===== src/sv/cbc_pkg.sv =====
// Shared types and constants for the cartridge bank controller.
package cbc_pkg;

  localparam int RAM_BYTES     = 32768;
  localparam int RAM_AW        = $clog2(RAM_BYTES);
  localparam int ROM_BANK_BITS = 7;
  localparam int QUEUE_DEPTH   = 2;
  localparam int QPTR_W        = $clog2(QUEUE_DEPTH);
  localparam int QCNT_W        = $clog2(QUEUE_DEPTH + 1);

  localparam logic [6:0]  ROM_BANK_LIMIT = 7'((1 << ROM_BANK_BITS) - 1);
  localparam logic [6:0]  ROM_MASK_RST   = 7'h7F;
  localparam logic [14:0] RAM_MASK_RST   = 15'h7FFF;
  localparam logic [7:0]  READ_IDLE      = 8'hFF;
  localparam logic [3:0]  RAM_EN_KEY     = 4'hA;

  localparam logic OP_READ  = 1'b0;
  localparam logic OP_WRITE = 1'b1;

  localparam logic CFG_ROM_BANK_MASK = 1'b0;
  localparam logic CFG_RAM_ADDR_MASK = 1'b1;

  localparam logic [2:0] REGION_RAM_ENABLE = 3'd0;
  localparam logic [2:0] REGION_LOW_BANK   = 3'd1;
  localparam logic [2:0] REGION_HIGH_BANK  = 3'd2;
  localparam logic [2:0] REGION_MODE       = 3'd3;
  localparam logic [2:0] REGION_EXT_RAM    = 3'd5;

  typedef struct packed {
    logic              rom_hit;
    logic [20:0]       rom_address;
    logic              ram_rd;
    logic              ram_wr;
    logic [RAM_AW-1:0] ram_offset;
    logic [7:0]        write_data;
  } cbc_cmd_t;

endpackage


===== src/sv/cbc_front.sv =====
// Front end: accepts bus accesses, updates bank registers, builds commands.
module cbc_front (
  input  logic              clk,
  input  logic              rst_n,
  input  logic              cfg_we,
  input  logic              cfg_index,
  input  logic [14:0]       cfg_data,
  input  logic              in_valid,
  output logic              in_ready,
  input  logic              in_op,
  input  logic [15:0]       in_address,
  input  logic [7:0]        in_write_data,
  input  logic              q_full,
  output logic              q_push,
  output cbc_pkg::cbc_cmd_t q_cmd
);

  logic [6:0]  rom_bank_mask_r, rom_bank_mask_nxt;
  logic [14:0] ram_address_mask_r, ram_address_mask_nxt;
  logic        ram_enabled_r, ram_enabled_nxt;
  logic [4:0]  low_bank_r, low_bank_nxt;
  logic [1:0]  high_bank_r, high_bank_nxt;
  logic        bank_mode_r, bank_mode_nxt;

  logic        accept;
  logic [2:0]  region;
  logic [6:0]  rom_bank;
  logic [14:0] ram_off_full;
  logic        ram_region;
  logic [1:0]  ram_bank;

  assign in_ready = !q_full;
  assign accept   = in_valid && in_ready;
  assign q_push   = accept;
  assign region   = in_address[15:13];

  always_comb begin
    rom_bank     = {high_bank_r, low_bank_r} & rom_bank_mask_r & cbc_pkg::ROM_BANK_LIMIT;
    ram_bank     = bank_mode_r ? high_bank_r : 2'b00;
    ram_off_full = {ram_bank, in_address[12:0]} & ram_address_mask_r;
    ram_region   = (region == cbc_pkg::REGION_EXT_RAM);

    q_cmd.rom_hit     = (in_op == cbc_pkg::OP_READ) && !in_address[15];
    q_cmd.rom_address = '0;
    if (q_cmd.rom_hit) begin
      if (!in_address[14]) begin
        q_cmd.rom_address = {5'b0, in_address};
      end else begin
        q_cmd.rom_address = {rom_bank, in_address[13:0]};
      end
    end
    q_cmd.ram_rd     = (in_op == cbc_pkg::OP_READ) && ram_region && ram_enabled_r;
    q_cmd.ram_wr     = (in_op == cbc_pkg::OP_WRITE) && ram_region && ram_enabled_r;
    q_cmd.ram_offset = ram_off_full[cbc_pkg::RAM_AW-1:0];
    q_cmd.write_data = in_write_data;
  end

  always_comb begin
    rom_bank_mask_nxt    = rom_bank_mask_r;
    ram_address_mask_nxt = ram_address_mask_r;
    ram_enabled_nxt      = ram_enabled_r;
    low_bank_nxt         = low_bank_r;
    high_bank_nxt        = high_bank_r;
    bank_mode_nxt        = bank_mode_r;

    if (cfg_we) begin
      case (cfg_index)
        cbc_pkg::CFG_ROM_BANK_MASK: rom_bank_mask_nxt = cfg_data[6:0];
        cbc_pkg::CFG_RAM_ADDR_MASK: ram_address_mask_nxt = cfg_data;
        default: ;
      endcase
    end

    if (accept && (in_op == cbc_pkg::OP_WRITE)) begin
      case (region)
        cbc_pkg::REGION_RAM_ENABLE: begin
          ram_enabled_nxt = (in_write_data[3:0] == cbc_pkg::RAM_EN_KEY);
        end
        cbc_pkg::REGION_LOW_BANK: begin
          low_bank_nxt = (in_write_data[4:0] == 5'd0) ? 5'd1 : in_write_data[4:0];
        end
        cbc_pkg::REGION_HIGH_BANK: high_bank_nxt = in_write_data[1:0];
        cbc_pkg::REGION_MODE:      bank_mode_nxt = in_write_data[0];
        default: ;
      endcase
    end
  end

  always_ff @(posedge clk) begin
    if (!rst_n) begin
      rom_bank_mask_r    <= cbc_pkg::ROM_MASK_RST;
      ram_address_mask_r <= cbc_pkg::RAM_MASK_RST;
      ram_enabled_r      <= 1'b0;
      low_bank_r         <= 5'd1;
      high_bank_r        <= 2'd0;
      bank_mode_r        <= 1'b0;
    end else begin
      rom_bank_mask_r    <= rom_bank_mask_nxt;
      ram_address_mask_r <= ram_address_mask_nxt;
      ram_enabled_r      <= ram_enabled_nxt;
      low_bank_r         <= low_bank_nxt;
      high_bank_r        <= high_bank_nxt;
      bank_mode_r        <= bank_mode_nxt;
    end
  end

endmodule


===== config.mk =====
export PLATFORM = sky130hd
export DESIGN_NAME = cbc_front
export DESIGN_NICKNAME = d
export VERILOG_FILES = /design/src/sv/cbc_pkg.sv /design/src/sv/cbc_front.sv
export SDC_FILE = /design/constraint.sdc
export NUM_CORES = 1
export LEC_CHECK = 0
export ABC_AREA = 1
export BUFFER_PORTS_ARGS = -buffer_cell sky130_fd_sc_hd__buf_4
export CORE_MARGIN = 4
export CORE_UTILIZATION = 35
export CTS_BUF_LIST = sky130_fd_sc_hd__clkbuf_8
export DETAILED_ROUTE_END_ITERATION = 12
export GPL_TIMING_DRIVEN = 0
export PLACE_DENSITY = 0.67
export SLEW_MARGIN = 20
export SYNTH_ARGS = -nofsm -noshare
export SYNTH_HDL_FRONTEND = slang
export SYNTH_SLANG_ARGS = --single-unit

===== constraint.sdc =====
create_clock -name clk -period 0.8 [get_ports clk]
set_input_delay 0.04 -clock clk [delete_from_list [all_inputs] [get_ports clk]]
set_output_delay 0.04 -clock clk [all_outputs]
set_load 0.005 [all_outputs]

==> impl_metrics.tcl <==
set metrics [dict create \
    internal_power_mw 2.83 \
    worst_ep_required_time_ns 0.76 \
    core-area_um2 4410 \
    final_min_period_over_clock_period_pct 119 \
    netlist_top_cells_area "sky130_fd_sc_hd__dfxtp_1 (38%), sky130_fd_sc_hd__nand2_1 (18%), sky130_fd_sc_hd__nand3_1 (10%), sky130_fd_sc_hd__nor2_1 (9.8%), sky130_fd_sc_hd__inv_1 (9.3%)" \
    hold_ws_ns 0.0125 \
    totalWireLength_um 4970 \
    worst_setup_path_start_kind "flip-flop" \
    cp_max_fo 2 \
    synth_compound_area_share_pct 0.310 \
    finClkSkew_ns 0 \
    io-pin-count 95 \
    max-clock-path-buffers 2 \
    max_clock_freq_mhz 1050 \
    antenna_cells 0 \
    crit_slowest_cell "sky130_fd_sc_hd__dfxtp_2" \
    timing.final.ws_setup_ns -0.156 \
    yosysSeqAreaShare_pct 38.5 \
    clock_power_share_pct 32.1 \
    total_switching_power_mw 1.01 \
    synth.yosys.warnings 0 \
    detail_route.vias_per_cell 4.44 \
    final_design_area_no_fill_um2 2830 \
    share_seq_of_total_power_pct 44.1 \
    post-route-drc-count 0 \
    floorplan.die.width_um 75.9 \
    global_route.usage.total_pct 17.7 \
    synth_top_family_by_area "simple AND/OR/NAND/NOR gates" \
    yosys.cell_count.top_type "sky130_fd_sc_hd__nand2_1" \
    layout.nets 420 \
    worst_ep_arrival_time_ns 0.92 \
    detailed_place.area_um2 2360 \
    drtIter0Drc 48 \
    crit_chain "inv_2 -> nor3_2 -> buf_4" \
    power_density_nw_per_um2 1360 \
    area_growth_from_synthesis_to_layout_pct 75.7 \
    failing_checks "setup timing" \
    total_power_mw 3.84 \
    clock_pin_slew_reported_for_the_worst_setup_and_hold_paths_after_clock_tree_synthesis_ns 0.06 \
    report.final.hold_viol_count 0 \
    via_count 1893 \
    syn-num-nets 301 \
    synthMuxAreaShare_pct 0 \
    criticalPathCategory "reg -> out" \
    final_number_of_max_transition_violations 0 \
    yosys.cell_types.count 20 \
    port-buffer-count 91 \
    fp.dieH_um 75.9 \
    finalSetupViolations 24 \
    num-fill-cells 410 \
    fp.dieArea_um2 5760 \
    synth_flop_cell "sky130_fd_sc_hd__dfxtp_1" \
    worst_slew_margin_rel_pct 68.8 \
    max-vdd-ir-drop_uv 670 \
    clock-root-buffer "sky130_fd_sc_hd__clkbuf_8" \
    synthCells 255 \
    first_global_vias 1836 \
    grt_start_max_net_pins 11 \
    post_synth.cell_area_avg_um2 6.32 \
    clock-sinks 31 \
    worst_stage_delay_on_the_critical_path_ns 0.33 \
    grt_overflow_total 0 \
    ant_nets 0 \
    synth_edf_count 0 \
    initial_util_pct 36.5 \
    power.switching_fraction_pct 26.2 \
    synth_xor_xnor_area_share_pct 0 \
    worstHoldPathType "in -> reg" \
    yosysTopAreaCell "sky130_fd_sc_hd__dfxtp_1" \
    num_rows 24 \
    netlist_top_cells_count "sky130_fd_sc_hd__nand2_1 (79), sky130_fd_sc_hd__nor2_1 (42), sky130_fd_sc_hd__inv_1 (40), sky130_fd_sc_hd__nand3_1 (33), sky130_fd_sc_hd__dfxtp_1 (31)" \
    status "finished, violations left" \
    gp_congestion 0.755 \
    syn_area_um2 1610 \
    antenna_found_initial 0 \
    final_layout_size_suffix_gt1_share_pct 48.7 \
    rsz0062_at_grt "true" \
    worst_margin_pin_slew_ns 0.469 \
    min_period_ns 0.956 \
    hpwlAfterDp_um 3550 \
    number_of_synthesized_register_bits 31 \
    clk-insertion-delay-late_ns 0.27 \
    asyncSetResetFlopFracSynth_pct 0 \
    static-leakage-power_nw 1.53 \
    drt_pass1_iterations 4 \
    drv_cap 0 \
    tritoncts "yes" \
    cts-buffers-inserted 5 \
    p_comb_share_pct 23.8 \
    grt_first_pass_wirelength_um 7890 \
    place_ws_ns -0.0851 \
    setup.worst_path.end_class "primary output" \
    cts.htree.levels 2 \
    synth_largest_type_area_fraction_pct 38.5 \
    synth_simple_gate_area_share_pct 44.9 \
    synth_fa_ha_area_share_pct 0 \
    wire_per_inst_um 11.7 \
]
[power groups by stage]
stage / combinational [mW] / clock (mW) / sequential (mW)
finish: 0.915 / 1.23 / 1.69
global route: 1.02 / 1.32 / 1.70
CTS: 0.891 / 1.27 / 1.68
detailed placement: 0.754 / 0 / 1.70
global placement: 0.737 / 0 / 1.70
floorplan: 0.343 / 0 / 1.69
[flip-flops by register name, indices dropped and copies added, names as in the netlist]
name	cells
ram_address_mask_r	15
rom_bank_mask_r	7
high_bank_r	2
ram_enabled_r	1
low_bank_r	5
bank_mode_r	1
[routing by layer]
| layer | wire length (um) | up-vias | track usage (%) | part of all wire, % |
|---|---|---|---|---|
| met4 | 29 | 0 | 4.66 | 0.58 |
| met5 | 0 | - | 0 | 0 |
| met2 | 2540 | 70 | 32.6 | 51 |
| met3 | 487 | 4 | 5.54 | 9.8 |
| met1 | 1910 | 827 | 19.4 | 39 |
| li1 | - | 992 | - | - |
[cells by family after synthesis]
kind of cell    count (synthesis)
simple gates                  165
buf+inv                        58
compound gates                  1
flops                          31
[worst max-delay path, delay by kind of cell (launching register included)]
kind / cells / cell delay (ns)
buf+inv: 2 / 0.17
flops: 1 / 0.33
simple gates: 1 / 0.14
[final timing paths]
| kind | from | to | slack [ns] | cells after the start |
|---|---|---|---|---|
| setup / recovery | ram_enabled_r$_SDFFE_PN0P_ | q_cmd[24] | -0.16 | 3 |
| hold / removal | rst_n | high_bank_r[0]$_SDFFE_PN0P_ | 0.01 | 3 |
| setup reg to reg | ram_address_mask_r[9]$_SDFFE_PN1P_ | ram_address_mask_r[9]$_SDFFE_PN1P_ | 0.10 | 3 |
| hold reg to reg | ram_address_mask_r[12]$_SDFFE_PN1P_ | ram_address_mask_r[12]$_SDFFE_PN1P_ | 0.47 | 2 |
[cells in the final DEF (no fill, tap or decap)]
master	count
sky130_fd_sc_hd__buf_4	91
sky130_fd_sc_hd__nand2_1	74
sky130_fd_sc_hd__nor2_1	39
sky130_fd_sc_hd__inv_1	33
sky130_fd_sc_hd__dfxtp_2	31
sky130_fd_sc_hd__nand3_1	26
sky130_fd_sc_hd__buf_6	18
sky130_fd_sc_hd__dlygate4sd3_1	15
sky130_fd_sc_hd__inv_2	8
sky130_fd_sc_hd__nand3_2	8
sky130_fd_sc_hd__clkbuf_8	6
sky130_fd_sc_hd__nand2_2	5
sky130_fd_sc_hd__nor2_2	3
sky130_fd_sc_hd__and3_4	2
sky130_fd_sc_hd__nor3_2	2
sky130_fd_sc_hd__nor2_4	2
sky130_fd_sc_hd__buf_1	2
sky130_fd_sc_hd__inv_4	1
sky130_fd_sc_hd__nand2_4	1
sky130_fd_sc_hd__clkbuf_1	1
sky130_fd_sc_hd__buf_2	1
sky130_fd_sc_hd__nand3_4	1
sky130_fd_sc_hd__nand4_1	1
sky130_fd_sc_hd__nor2_8	1
sky130_fd_sc_hd__o21ai_0	1
sky130_fd_sc_hd__clkinv_2	1
[cell type report]
type	count	area (um^2)	share of cell area, %
Tap cell	52	65.1	2.30
Timing Repair Buffer	112	935	33.0
Clock inverter	1	5.00	0.177
Multi-Input combinational cell	166	810	28.6
Inverter	42	160	5.65
Sequential cell	31	659	23.3
Clock buffer	6	82.6	2.91
Buffer	16	118	4.15
[through the flow]
stage / setup TNS (ns) / util [%] / std cells
finish: -1.80 / 64.2 / 426
global placement: -1.05 / 53.5 / 398
detailed placement: -1.79 / 53.5 / 398
floorplan: 0 / - / 255
global route: -2.86 / 64.2 / 426
CTS: -2.12 / 62.9 / 425
[repair_timing]
item / CTS / global route
endpoints found under the hold margin: 21 / 0
setup buffers: 5 / 1
pin swaps: 17 / 19
gates resized for setup: 57 / 21
endpoints found under the setup margin: 39 / 38
cloned: 0 / 0
hold buffers: 15 / 0
No activity file was read; power rests on OpenSTA's default activity.
