==> config.mk <==
export PLATFORM = sky130hd
export DESIGN_NAME = cbc_queue
export DESIGN_NICKNAME = d
export VERILOG_FILES = /design/src/sv/cbc_pkg.sv /design/src/sv/cbc_queue.sv
export SDC_FILE = /design/constraint.sdc
export NUM_CORES = 1
export LEC_CHECK = 0
export BUFFER_PORTS_ARGS = -buffer_cell sky130_fd_sc_hd__buf_2
export CAP_MARGIN = 20
export CORE_MARGIN = 5
export CORE_UTILIZATION = 51
export DETAILED_ROUTE_END_ITERATION = 10
export PLACE_DENSITY = 0.78
export SLEW_MARGIN = 0
export SYNTH_ARGS = -nofsm -noshare
export SYNTH_HDL_FRONTEND = slang
export SYNTH_SLANG_ARGS = --single-unit
==> constraint.sdc <==
create_clock -name clk -period 3.6 [get_ports clk]
set_input_delay 0.54 -clock clk [delete_from_list [all_inputs] [get_ports clk]]
set_output_delay 0.54 -clock clk [all_outputs]
set_load 0.03 [all_outputs]
==> src/sv/cbc_pkg.sv <==
// Shared types and constants for the cartridge bank controller.
package cbc_pkg;

  localparam int RAM_BYTES     = 32768;
  localparam int RAM_AW        = $clog2(RAM_BYTES);
  localparam int ROM_BANK_BITS = 7;
  localparam int QUEUE_DEPTH   = 2;
  localparam int QPTR_W        = $clog2(QUEUE_DEPTH);
  localparam int QCNT_W        = $clog2(QUEUE_DEPTH + 1);

  localparam logic [6:0]  ROM_BANK_LIMIT = 7'((1 << ROM_BANK_BITS) - 1);
  localparam logic [6:0]  ROM_MASK_RST   = 7'h7F;
  localparam logic [14:0] RAM_MASK_RST   = 15'h7FFF;
  localparam logic [7:0]  READ_IDLE      = 8'hFF;
  localparam logic [3:0]  RAM_EN_KEY     = 4'hA;

  localparam logic OP_READ  = 1'b0;
  localparam logic OP_WRITE = 1'b1;

  localparam logic CFG_ROM_BANK_MASK = 1'b0;
  localparam logic CFG_RAM_ADDR_MASK = 1'b1;

  localparam logic [2:0] REGION_RAM_ENABLE = 3'd0;
  localparam logic [2:0] REGION_LOW_BANK   = 3'd1;
  localparam logic [2:0] REGION_HIGH_BANK  = 3'd2;
  localparam logic [2:0] REGION_MODE       = 3'd3;
  localparam logic [2:0] REGION_EXT_RAM    = 3'd5;

  typedef struct packed {
    logic              rom_hit;
    logic [20:0]       rom_address;
    logic              ram_rd;
    logic              ram_wr;
    logic [RAM_AW-1:0] ram_offset;
    logic [7:0]        write_data;
  } cbc_cmd_t;

endpackage

==> src/sv/cbc_queue.sv <==
// Command queue between front end and back end.
module cbc_queue (
  input  logic              clk,
  input  logic              rst_n,
  input  logic              push,
  input  cbc_pkg::cbc_cmd_t push_cmd,
  output logic              full,
  input  logic              pop,
  output logic              not_empty,
  output cbc_pkg::cbc_cmd_t head_cmd
);

  cbc_pkg::cbc_cmd_t               slot_r [cbc_pkg::QUEUE_DEPTH];
  logic [cbc_pkg::QPTR_W-1:0]      wr_ptr_r, wr_ptr_nxt;
  logic [cbc_pkg::QPTR_W-1:0]      rd_ptr_r, rd_ptr_nxt;
  logic [cbc_pkg::QCNT_W-1:0]      count_r, count_nxt;

  localparam logic [cbc_pkg::QPTR_W-1:0] PTR_LAST = cbc_pkg::QPTR_W'(cbc_pkg::QUEUE_DEPTH - 1);
  localparam logic [cbc_pkg::QCNT_W-1:0] CNT_FULL = cbc_pkg::QCNT_W'(cbc_pkg::QUEUE_DEPTH);

  assign full      = (count_r == CNT_FULL);
  assign not_empty = (count_r != '0);
  assign head_cmd  = slot_r[rd_ptr_r];

  always_comb begin
    wr_ptr_nxt = wr_ptr_r;
    rd_ptr_nxt = rd_ptr_r;
    count_nxt  = count_r;
    if (push) begin
      wr_ptr_nxt = (wr_ptr_r == PTR_LAST) ? '0 : wr_ptr_r + 1'b1;
    end
    if (pop) begin
      rd_ptr_nxt = (rd_ptr_r == PTR_LAST) ? '0 : rd_ptr_r + 1'b1;
    end
    if (push && !pop) begin
      count_nxt = count_r + 1'b1;
    end else if (pop && !push) begin
      count_nxt = count_r - 1'b1;
    end
  end

  always_ff @(posedge clk) begin
    if (push) begin
      slot_r[wr_ptr_r] <= push_cmd;
    end
  end

  always_ff @(posedge clk) begin
    if (!rst_n) begin
      wr_ptr_r <= '0;
      rd_ptr_r <= '0;
      count_r  <= '0;
    end else begin
      wr_ptr_r <= wr_ptr_nxt;
      rd_ptr_r <= rd_ptr_nxt;
      count_r  <= count_nxt;
    end
  end

  a_no_pop_empty: assert property (@(posedge clk) disable iff (!rst_n)
    pop |-> not_empty) else $error("queue pop while empty");
  a_no_push_full: assert property (@(posedge clk) disable iff (!rst_n)
    (push && !pop) |-> !full) else $error("queue push while full");
  a_count_up: assert property (@(posedge clk) disable iff (!rst_n)
    (push && !pop) |=> (count_r == $past(count_r) + 1'b1))
    else $error("queue count did not advance");

endmodule

==> results of run 1 <==
==> how the worst max path moves through the flow <==
stage	endpoint
finish	head_cmd[29]
global route	head_cmd[35]
CTS	head_cmd[29]
detailed placement	slot_r[0][25]
global placement	head_cmd[26]
floorplan	slot_r[0][0]
==> cells by family after synthesis <==
| group | after synthesis | share of synthesized area |
|---|---|---|
| DFF | 99 | 0.807 |
| AOI/OAI and AO/OA | 3 | 0.00553 |
| buffers and inverters | 6 | 0.0138 |
| muxes | 47 | 0.146 |
| xor gates and xnor gates | 3 | 0.00726 |
| and+or+nand+nor | 9 | 0.0162 |
| adders and majority gates | 1 | 0.00346 |
==> cell usage in the layout, fill, tap and decap left out <==
master       n
a21boi_1     1
and2_1       3
and2_2       1
and2b_2      1
buf_12       1
buf_2       99
buf_4        3
clkbuf_1     1
clkbuf_8     9
clkinv_1     2
clkinv_2     2
clkinvlp_4   2
dfxtp_1      4
dfxtp_2      1
edfxtp_1    94
ha_1         1
inv_1        1
mux2_2      47
nor2b_1      1
nor2b_4      1
o21a_1       1
o21ai_0      1
or2_2        1
or3_1        1
xnor2_1      1
xor2_1       2
==> per-layer routing <==
| layer | GRT usage | vias to the layer above | part of all wire |
|---|---|---|---|
| li1 | - | 871 | - |
| met1 | 0.181 | 911 | 0.43 |
| met2 | 0.222 | 75 | 0.47 |
| met3 | 0.0417 | 8 | 0.089 |
| met4 | 0.0650 | 0 | 0.013 |
| met5 | 0 | - | 0 |
==> power by group <==
group	switching, mW	internal (mW)
combinational	0.214	0.130
clock	0.350	0.244
sequential	0.0241	1.33
total	0.588	1.70
==> area by class of cell <==
| cell class | instances | area share |
|---|---|---|
| inverters | 1 | 0.000853 |
| clock inverters | 6 | 0.00739 |
| well taps | 96 | 0.0273 |
| flip-flops and latches | 99 | 0.664 |
| multi-input cells | 63 | 0.149 |
| repair buffers | 103 | 0.122 |
| clock buffers | 10 | 0.0290 |
==> flip-flops by register name, indices dropped and copies added (netlist names), named ones only <==
register and flops:
wr_ptr_r 1, slot_r 94, count_r 2, rd_ptr_r 1
==> results by group, run 1 <==
Routing
  – Iter 0 DRT Violations: 58
  – Routed vias/inst: 4.93
  – Final WL: 6120 um
  – DRT antenna net count: 0
  – Post-route DRC: 0
  – Average routed wire per standard cell: 16.2 um
  – First drt pass iteration count: 4
  – Vias: 1865

Worst setup path
  – Startpoint Class: flip-flop
  – FF-to-FF setup slack: 1.93 ns
  – CP top delay family: flip-flops
  – Critical path data required time: 3.06 ns
  – Levels on crit path: 3
  – Critical path endpoint category: output port
  – Crit Path Max Fanout: 20
  – CP arrival: 1.88 ns
  – Crit-path slowest cell: dfxtp_2
  – CP Cell Sequence: buf_4 -> mux2_2 -> buf_2
  – Worst r2r dst: slot_r[0][25]
  – Critical path buffer and inverter count: 2
  – Crit path kind: reg -> out
  – R2R depth: 2
  – Worst reg2reg path startpoint: wr_ptr_r
  – Max stage delay on crit path: 0.64 ns

Clock network
  – Clock Sinks: 99
  – Clk root buf: clkbuf_8
  – Worst skew pair latency: 0.35 ns
  – TritonCTS Buffers: 9
  – H-tree Lvls: 3
  – CTS Hold Bufs: 0
  – Post_cts resized: 0
  – CTS tree: built
  – Postcts setup bufs: 0
  – Max clock buf depth: 2
  – Clk slew on worst S/H paths: 0.09 ns

Timing
  – Slew HR: 0.553
  – Least-Margin Pin Slew: 0.670 ns
  – Final Setup Violations: 0
  – Hold WS: 0.373 ns
  – Tmin final: 2.42 ns
  – Slew Limit Fails: 0
  – TNS Setup: 0 ns
  – Final worst-path cycle share: 0.672
  – Fin. Hold Viols: 0
  – RSZ-0062 raised after global routing: false
  – Setup ws final: 1.18 ns
  – FMAX: 413 MHz
  – Skew final: 0.00610 ns

Layout
  – Finished Layout Cells: 378
  – Area of the multi-input gates: 656 um^2
  – Flip-flop and latch area: 2920 um^2
  – Final Cell Area: 4400 um^2
  – Fillers: 487
  – Layout Utilization: 0.641
  – Synthesis-to-finish area growth: 21.6%
  – NumNets Final: 329
  – Layout cells sized above 1: 0.596
  – Number of diodes: 0

Synth
  – Most used flip-flop cell after synthesis: edfxtp_1
  – Post-synth net total: 220
  – Syn Inst Count: 168
  – Mapped Avg Cell Area: 21.5 um^2
  – Synth area leader: edfxtp_1
  – Cell with the most instances after synthesis: edfxtp_1
  – Seq/Total Area, Yosys: 0.807
  – Async SR Flop Fraction: 0
  – Syn. warnings: 0
  – Post-synth EDFFs: 94
  – Synth area leaders: edfxtp_1, mux2_2, dfxtp_1
  – Synth top area share: 0.780
  – Post-synth top cells: edfxtp_1, mux2_2, dfxtp_1
  – Netlist cell types: 18
  – Synthesized flop and latch total: 99
  – Cell Area, Synth: 3620 um^2

Power and ir drop
  – PD cells: 520 nW/um^2
  – Total chip power: 2.29 mW
  – Worst IR Drop VDD: 0.293 mV
  – Leakage: 1.66 nW

GRT
  – Global-route wire length before repair: 9360 um
  – Tot GR Track Use: 0.141
  – Initial antenna violation count: 0
  – Vias in the first global route: 1936
  – Largest net degree at the start of global routing: 29
  – Aggregate global routing overflow: 0

Die
  – Initial Util: 0.527
  – Die width: 94.2 um
  – IO Pins: 100
  – Die Ht: 94.2 um
  – Core Footprint: 6870 um^2
  – # rows: 30
  – Full die area: 8880 um^2

Worst hold path
  – Hold depth: 1
  – Hold_sp: push_cmd[41]
  – Worst hold endpoint: slot_r[1][41]
  – Hold crit path type: in -> reg

Place
  – Setup WS pre-CTS: 1.52 ns
  – IO buf count: 99
  – Post-DP HPWL: 4280 um
  – Inst Count DP: 362
  – Placed standard-cell area: 4240 um^2
  – GPL Wtd Cong: 0.706

Run status
  – Status: finished clean

Job
  – Max_cap viols: 0
No activity file was read; power rests on OpenSTA's default activity.
==> inputs of run 2 (changes only) <==
ABC_AREA = 1   (was default)
CORE_UTILIZATION = 47   (was 51)
PLACE_DENSITY = 0.75   (was 0.78)
clock period = 1.9 ns   (was 3.6 ns; I/O delays follow)
==> run 2 against run 1 <==
- worst setup slack got worse by 1.1 ns
- clock-buffer cell count increased by 2
- clock skew increased by 0.00084 ns
- critical path depth unchanged
- sequential share of layout area decreased by 3.0 points
- flip-flop and latch count unchanged
- combinational power increased by 86%
- die area increased by 11%
- first-iteration DRC count increased by 21%
- sequential power increased by 89%
- synthesized area increased by 3.4%
- critical endpoint is now head_cmd[42]
- largest cell class unchanged
==> results by group, run 2 <==
Run status
  – Status: finished clean

Timing
  – Least-Margin Pin Slew: 0.441 ns
  – Final worst-path cycle share: 0.941
  – Fin. Hold Viols: 0
  – Skew final: 0.00695 ns
  – Tmin final: 1.79 ns
  – TNS Setup: 0 ns
  – RSZ-0062 raised after global routing: false
  – Slew HR: 0.706
  – Final Setup Violations: 0
  – Slew Limit Fails: 0
  – FMAX: 559 MHz

GRT
  – Largest net degree at the start of global routing: 33
  – Global-route wire length before repair: 9600 um
  – Vias in the first global route: 2039
  – Initial antenna violation count: 0
  – Tot GR Track Use: 0.129
  – Aggregate global routing overflow: 0

Synth
  – Post-synth net total: 233
  – Synthesized flop and latch total: 99
  – Synth area leaders: edfxtp_1, mux2_4, mux2_2
  – Post-synth EDFFs: 94
  – Most used flip-flop cell after synthesis: edfxtp_1
  – Cell with the most instances after synthesis: edfxtp_1
  – Seq/Total Area, Yosys: 0.781
  – Cell Area, Synth: 3740 um^2
  – Netlist cell types: 14
  – Async SR Flop Fraction: 0
  – Post-synth top cells: edfxtp_1, mux2_4, mux2_2
  – Synth top area share: 0.754
  – Synth area leader: edfxtp_1
  – Mapped Avg Cell Area: 20.7 um^2
  – Syn Inst Count: 181
  – Syn. warnings: 0

Die
  – Core Footprint: 7730 um^2
  – # rows: 32
  – IO Pins: 100
  – Full die area: 9850 um^2
  – Die width: 99.2 um
  – Die Ht: 99.2 um
  – Initial Util: 0.484

Layout
  – Max reg flops: 94
  – Synthesis-to-finish area growth: 23.3%
  – Commonest non-fill, non-tap cells in the layout: buf_2, edfxtp_1, mux2_4
  – Number of diodes: 0
  – NumNets Final: 344
  – Layout cells sized above 1: 0.572
  – Largest regs: slot_r (94), count_r (2)
  – Register bank with the most flops: slot_r
  – Fillers: 594
  – Commonest non-fill, non-tap cell in the layout: buf_2
  – Area of the multi-input gates: 747 um^2
  – Flip-flop and latch area: 2920 um^2

Routing
  – First drt pass iteration count: 4
  – Post-route DRC: 0
  – Iter 0 DRT Violations: 70
  – Vias: 1895
  – Average routed wire per standard cell: 15.4 um
  – Final WL: 6130 um
  – Routed vias/inst: 4.75
  – DRT antenna net count: 0

Clock network
  – Worst skew pair latency: 0.34 ns
  – Max clock buf depth: 2
  – H-tree Lvls: 3
  – Clock Sinks: 99
  – Postcts setup bufs: 0
  – Clk root buf: clkbuf_8
  – CTS tree: built
  – Clk slew on worst S/H paths: 0.08 ns
  – TritonCTS Buffers: 9

Worst setup path
  – Crit path kind: reg -> out
  – Worst r2r dst: slot_r[1][10]
  – Worst reg2reg path startpoint: wr_ptr_r
  – CP arrival: 1.50 ns
  – Crit Path Max Fanout: 21
  – FF-to-FF setup slack: 0.56 ns
  – Startpoint Class: flip-flop
  – Critical path endpoint category: output port
  – Critical path data required time: 1.62 ns
  – R2R depth: 3

Place
  – Post-DP HPWL: 4250 um
  – IO buf count: 99
  – GPL Wtd Cong: 0.691

Worst hold path
  – Hold_sp: push_cmd[15]
  – Hold depth: 1
  – Worst hold endpoint: slot_r[0][15]
  – Hold crit path type: in -> reg

Power and ir drop
  – Worst IR Drop VDD: 0.508 mV
  – PD cells: 1010 nW/um^2
  – Leakage: 1.85 nW
  – Total chip power: 4.64 mW

Job
  – Max_cap viols: 0
-- run 2: cell count changes in the layout (fill, tap and decap cells not counted), sizes merged, moves of 2 or more --
| cell | change |
|---|---|
| and2 | -4 |
| bufinv | +2 |
| xor2 | -2 |
| nand2 | +9 |
| inv | +7 |
| nor2 | +8 |
| clkinv | -3 |
| nor2b | -2 |
| buf | +2 |
| clkbuf | +2 |
-- run 2: metal layers --
metal | routed length, um | GRT usage | part of all wire | vias to the layer above
met5 | 0 | 0 | 0 | -
met4 | 96 | 0.0599 | 0.016 | 0
li1 | - | - | - | 909
met1 | 2340 | 0.140 | 0.38 | 914
met2 | 3210 | 0.223 | 0.52 | 64
met3 | 490 | 0.0470 | 0.080 | 8
-- run 2: logic make-up (layout without fill, tap and decap cells) --
kind of cell / count (synthesis) / in the layout / synth area share
DFF: 99 / 99 / 0.781
muxes: 47 / 47 / 0.172
and+or+nand+nor: 19 / 19 / 0.0201
buffers and inverters: 13 / 129 / 0.0214
AOI/OAI and AO/OA: 2 / 2 / 0.00267
adders and majority gates: 1 / 1 / 0.00334
-- run 2: worst max-delay path by stage --
| stage | slack (ns) | depth (start not counted) | endpoint |
|---|---|---|---|
| final | 0.11 | 3 | head_cmd[42] |
| after global routing | 0.04 | 3 | head_cmd[27] |
| after CTS | 0.007 | 3 | head_cmd[42] |
| after detailed placement | 0.40 | 3 | head_cmd[42] |
| after global placement | 0.42 | 3 | head_cmd[38] |
| after floorplan | 0.12 | 2 | slot_r[1][0] |
-- run 2: repair_timing --
item / 4_1_cts / 5_1_grt
setup endpoints to repair: 0 / 14
gates resized for setup: 0 / 1
hold buffers: 0 / 0
-- run 2: critical path, cell delays in order, from the launching register on --
cell and delay, ns:
dfxtp_2 0.36, buf_6 0.24, mux2_2 0.37, buf_2 0.18
-- run 2: final cells by class --
class | instances | share of cell area
clock buffers | 12 | 0.0336
clock inverters | 4 | 0.0157
inverters | 8 | 0.00651
multi-input cells | 69 | 0.162
flip-flops and latches | 99 | 0.634
well taps | 102 | 0.0277
repair buffers | 105 | 0.121
-- run 2: per-stage QoR --
step | hold WS [ns] | setup WS (ns) | util | cell area, um^2 | std cells
after global routing | 0.0818 | 0.0388 | 0.597 | 4610 | 399
after CTS | 0.100 | 0.00656 | 0.597 | 4610 | 399
final | 0.122 | 0.112 | 0.597 | 4610 | 399
after floorplan | 0.384 | 0.118 | - | 3750 | 181
after global placement | 0.472 | 0.424 | 0.567 | 4380 | 383
after detailed placement | 0.476 | 0.400 | 0.567 | 4380 | 383
-- run 2: report_power, final --
part | switching (mW) | leakage [nW] | internal [mW] | total (mW)
Combinational | 0.391 | 0.811 | 0.250 | 0.641
Clock | 0.640 | 0.113 | 0.812 | 1.45
Sequential | 0.0318 | 0.924 | 2.52 | 2.55
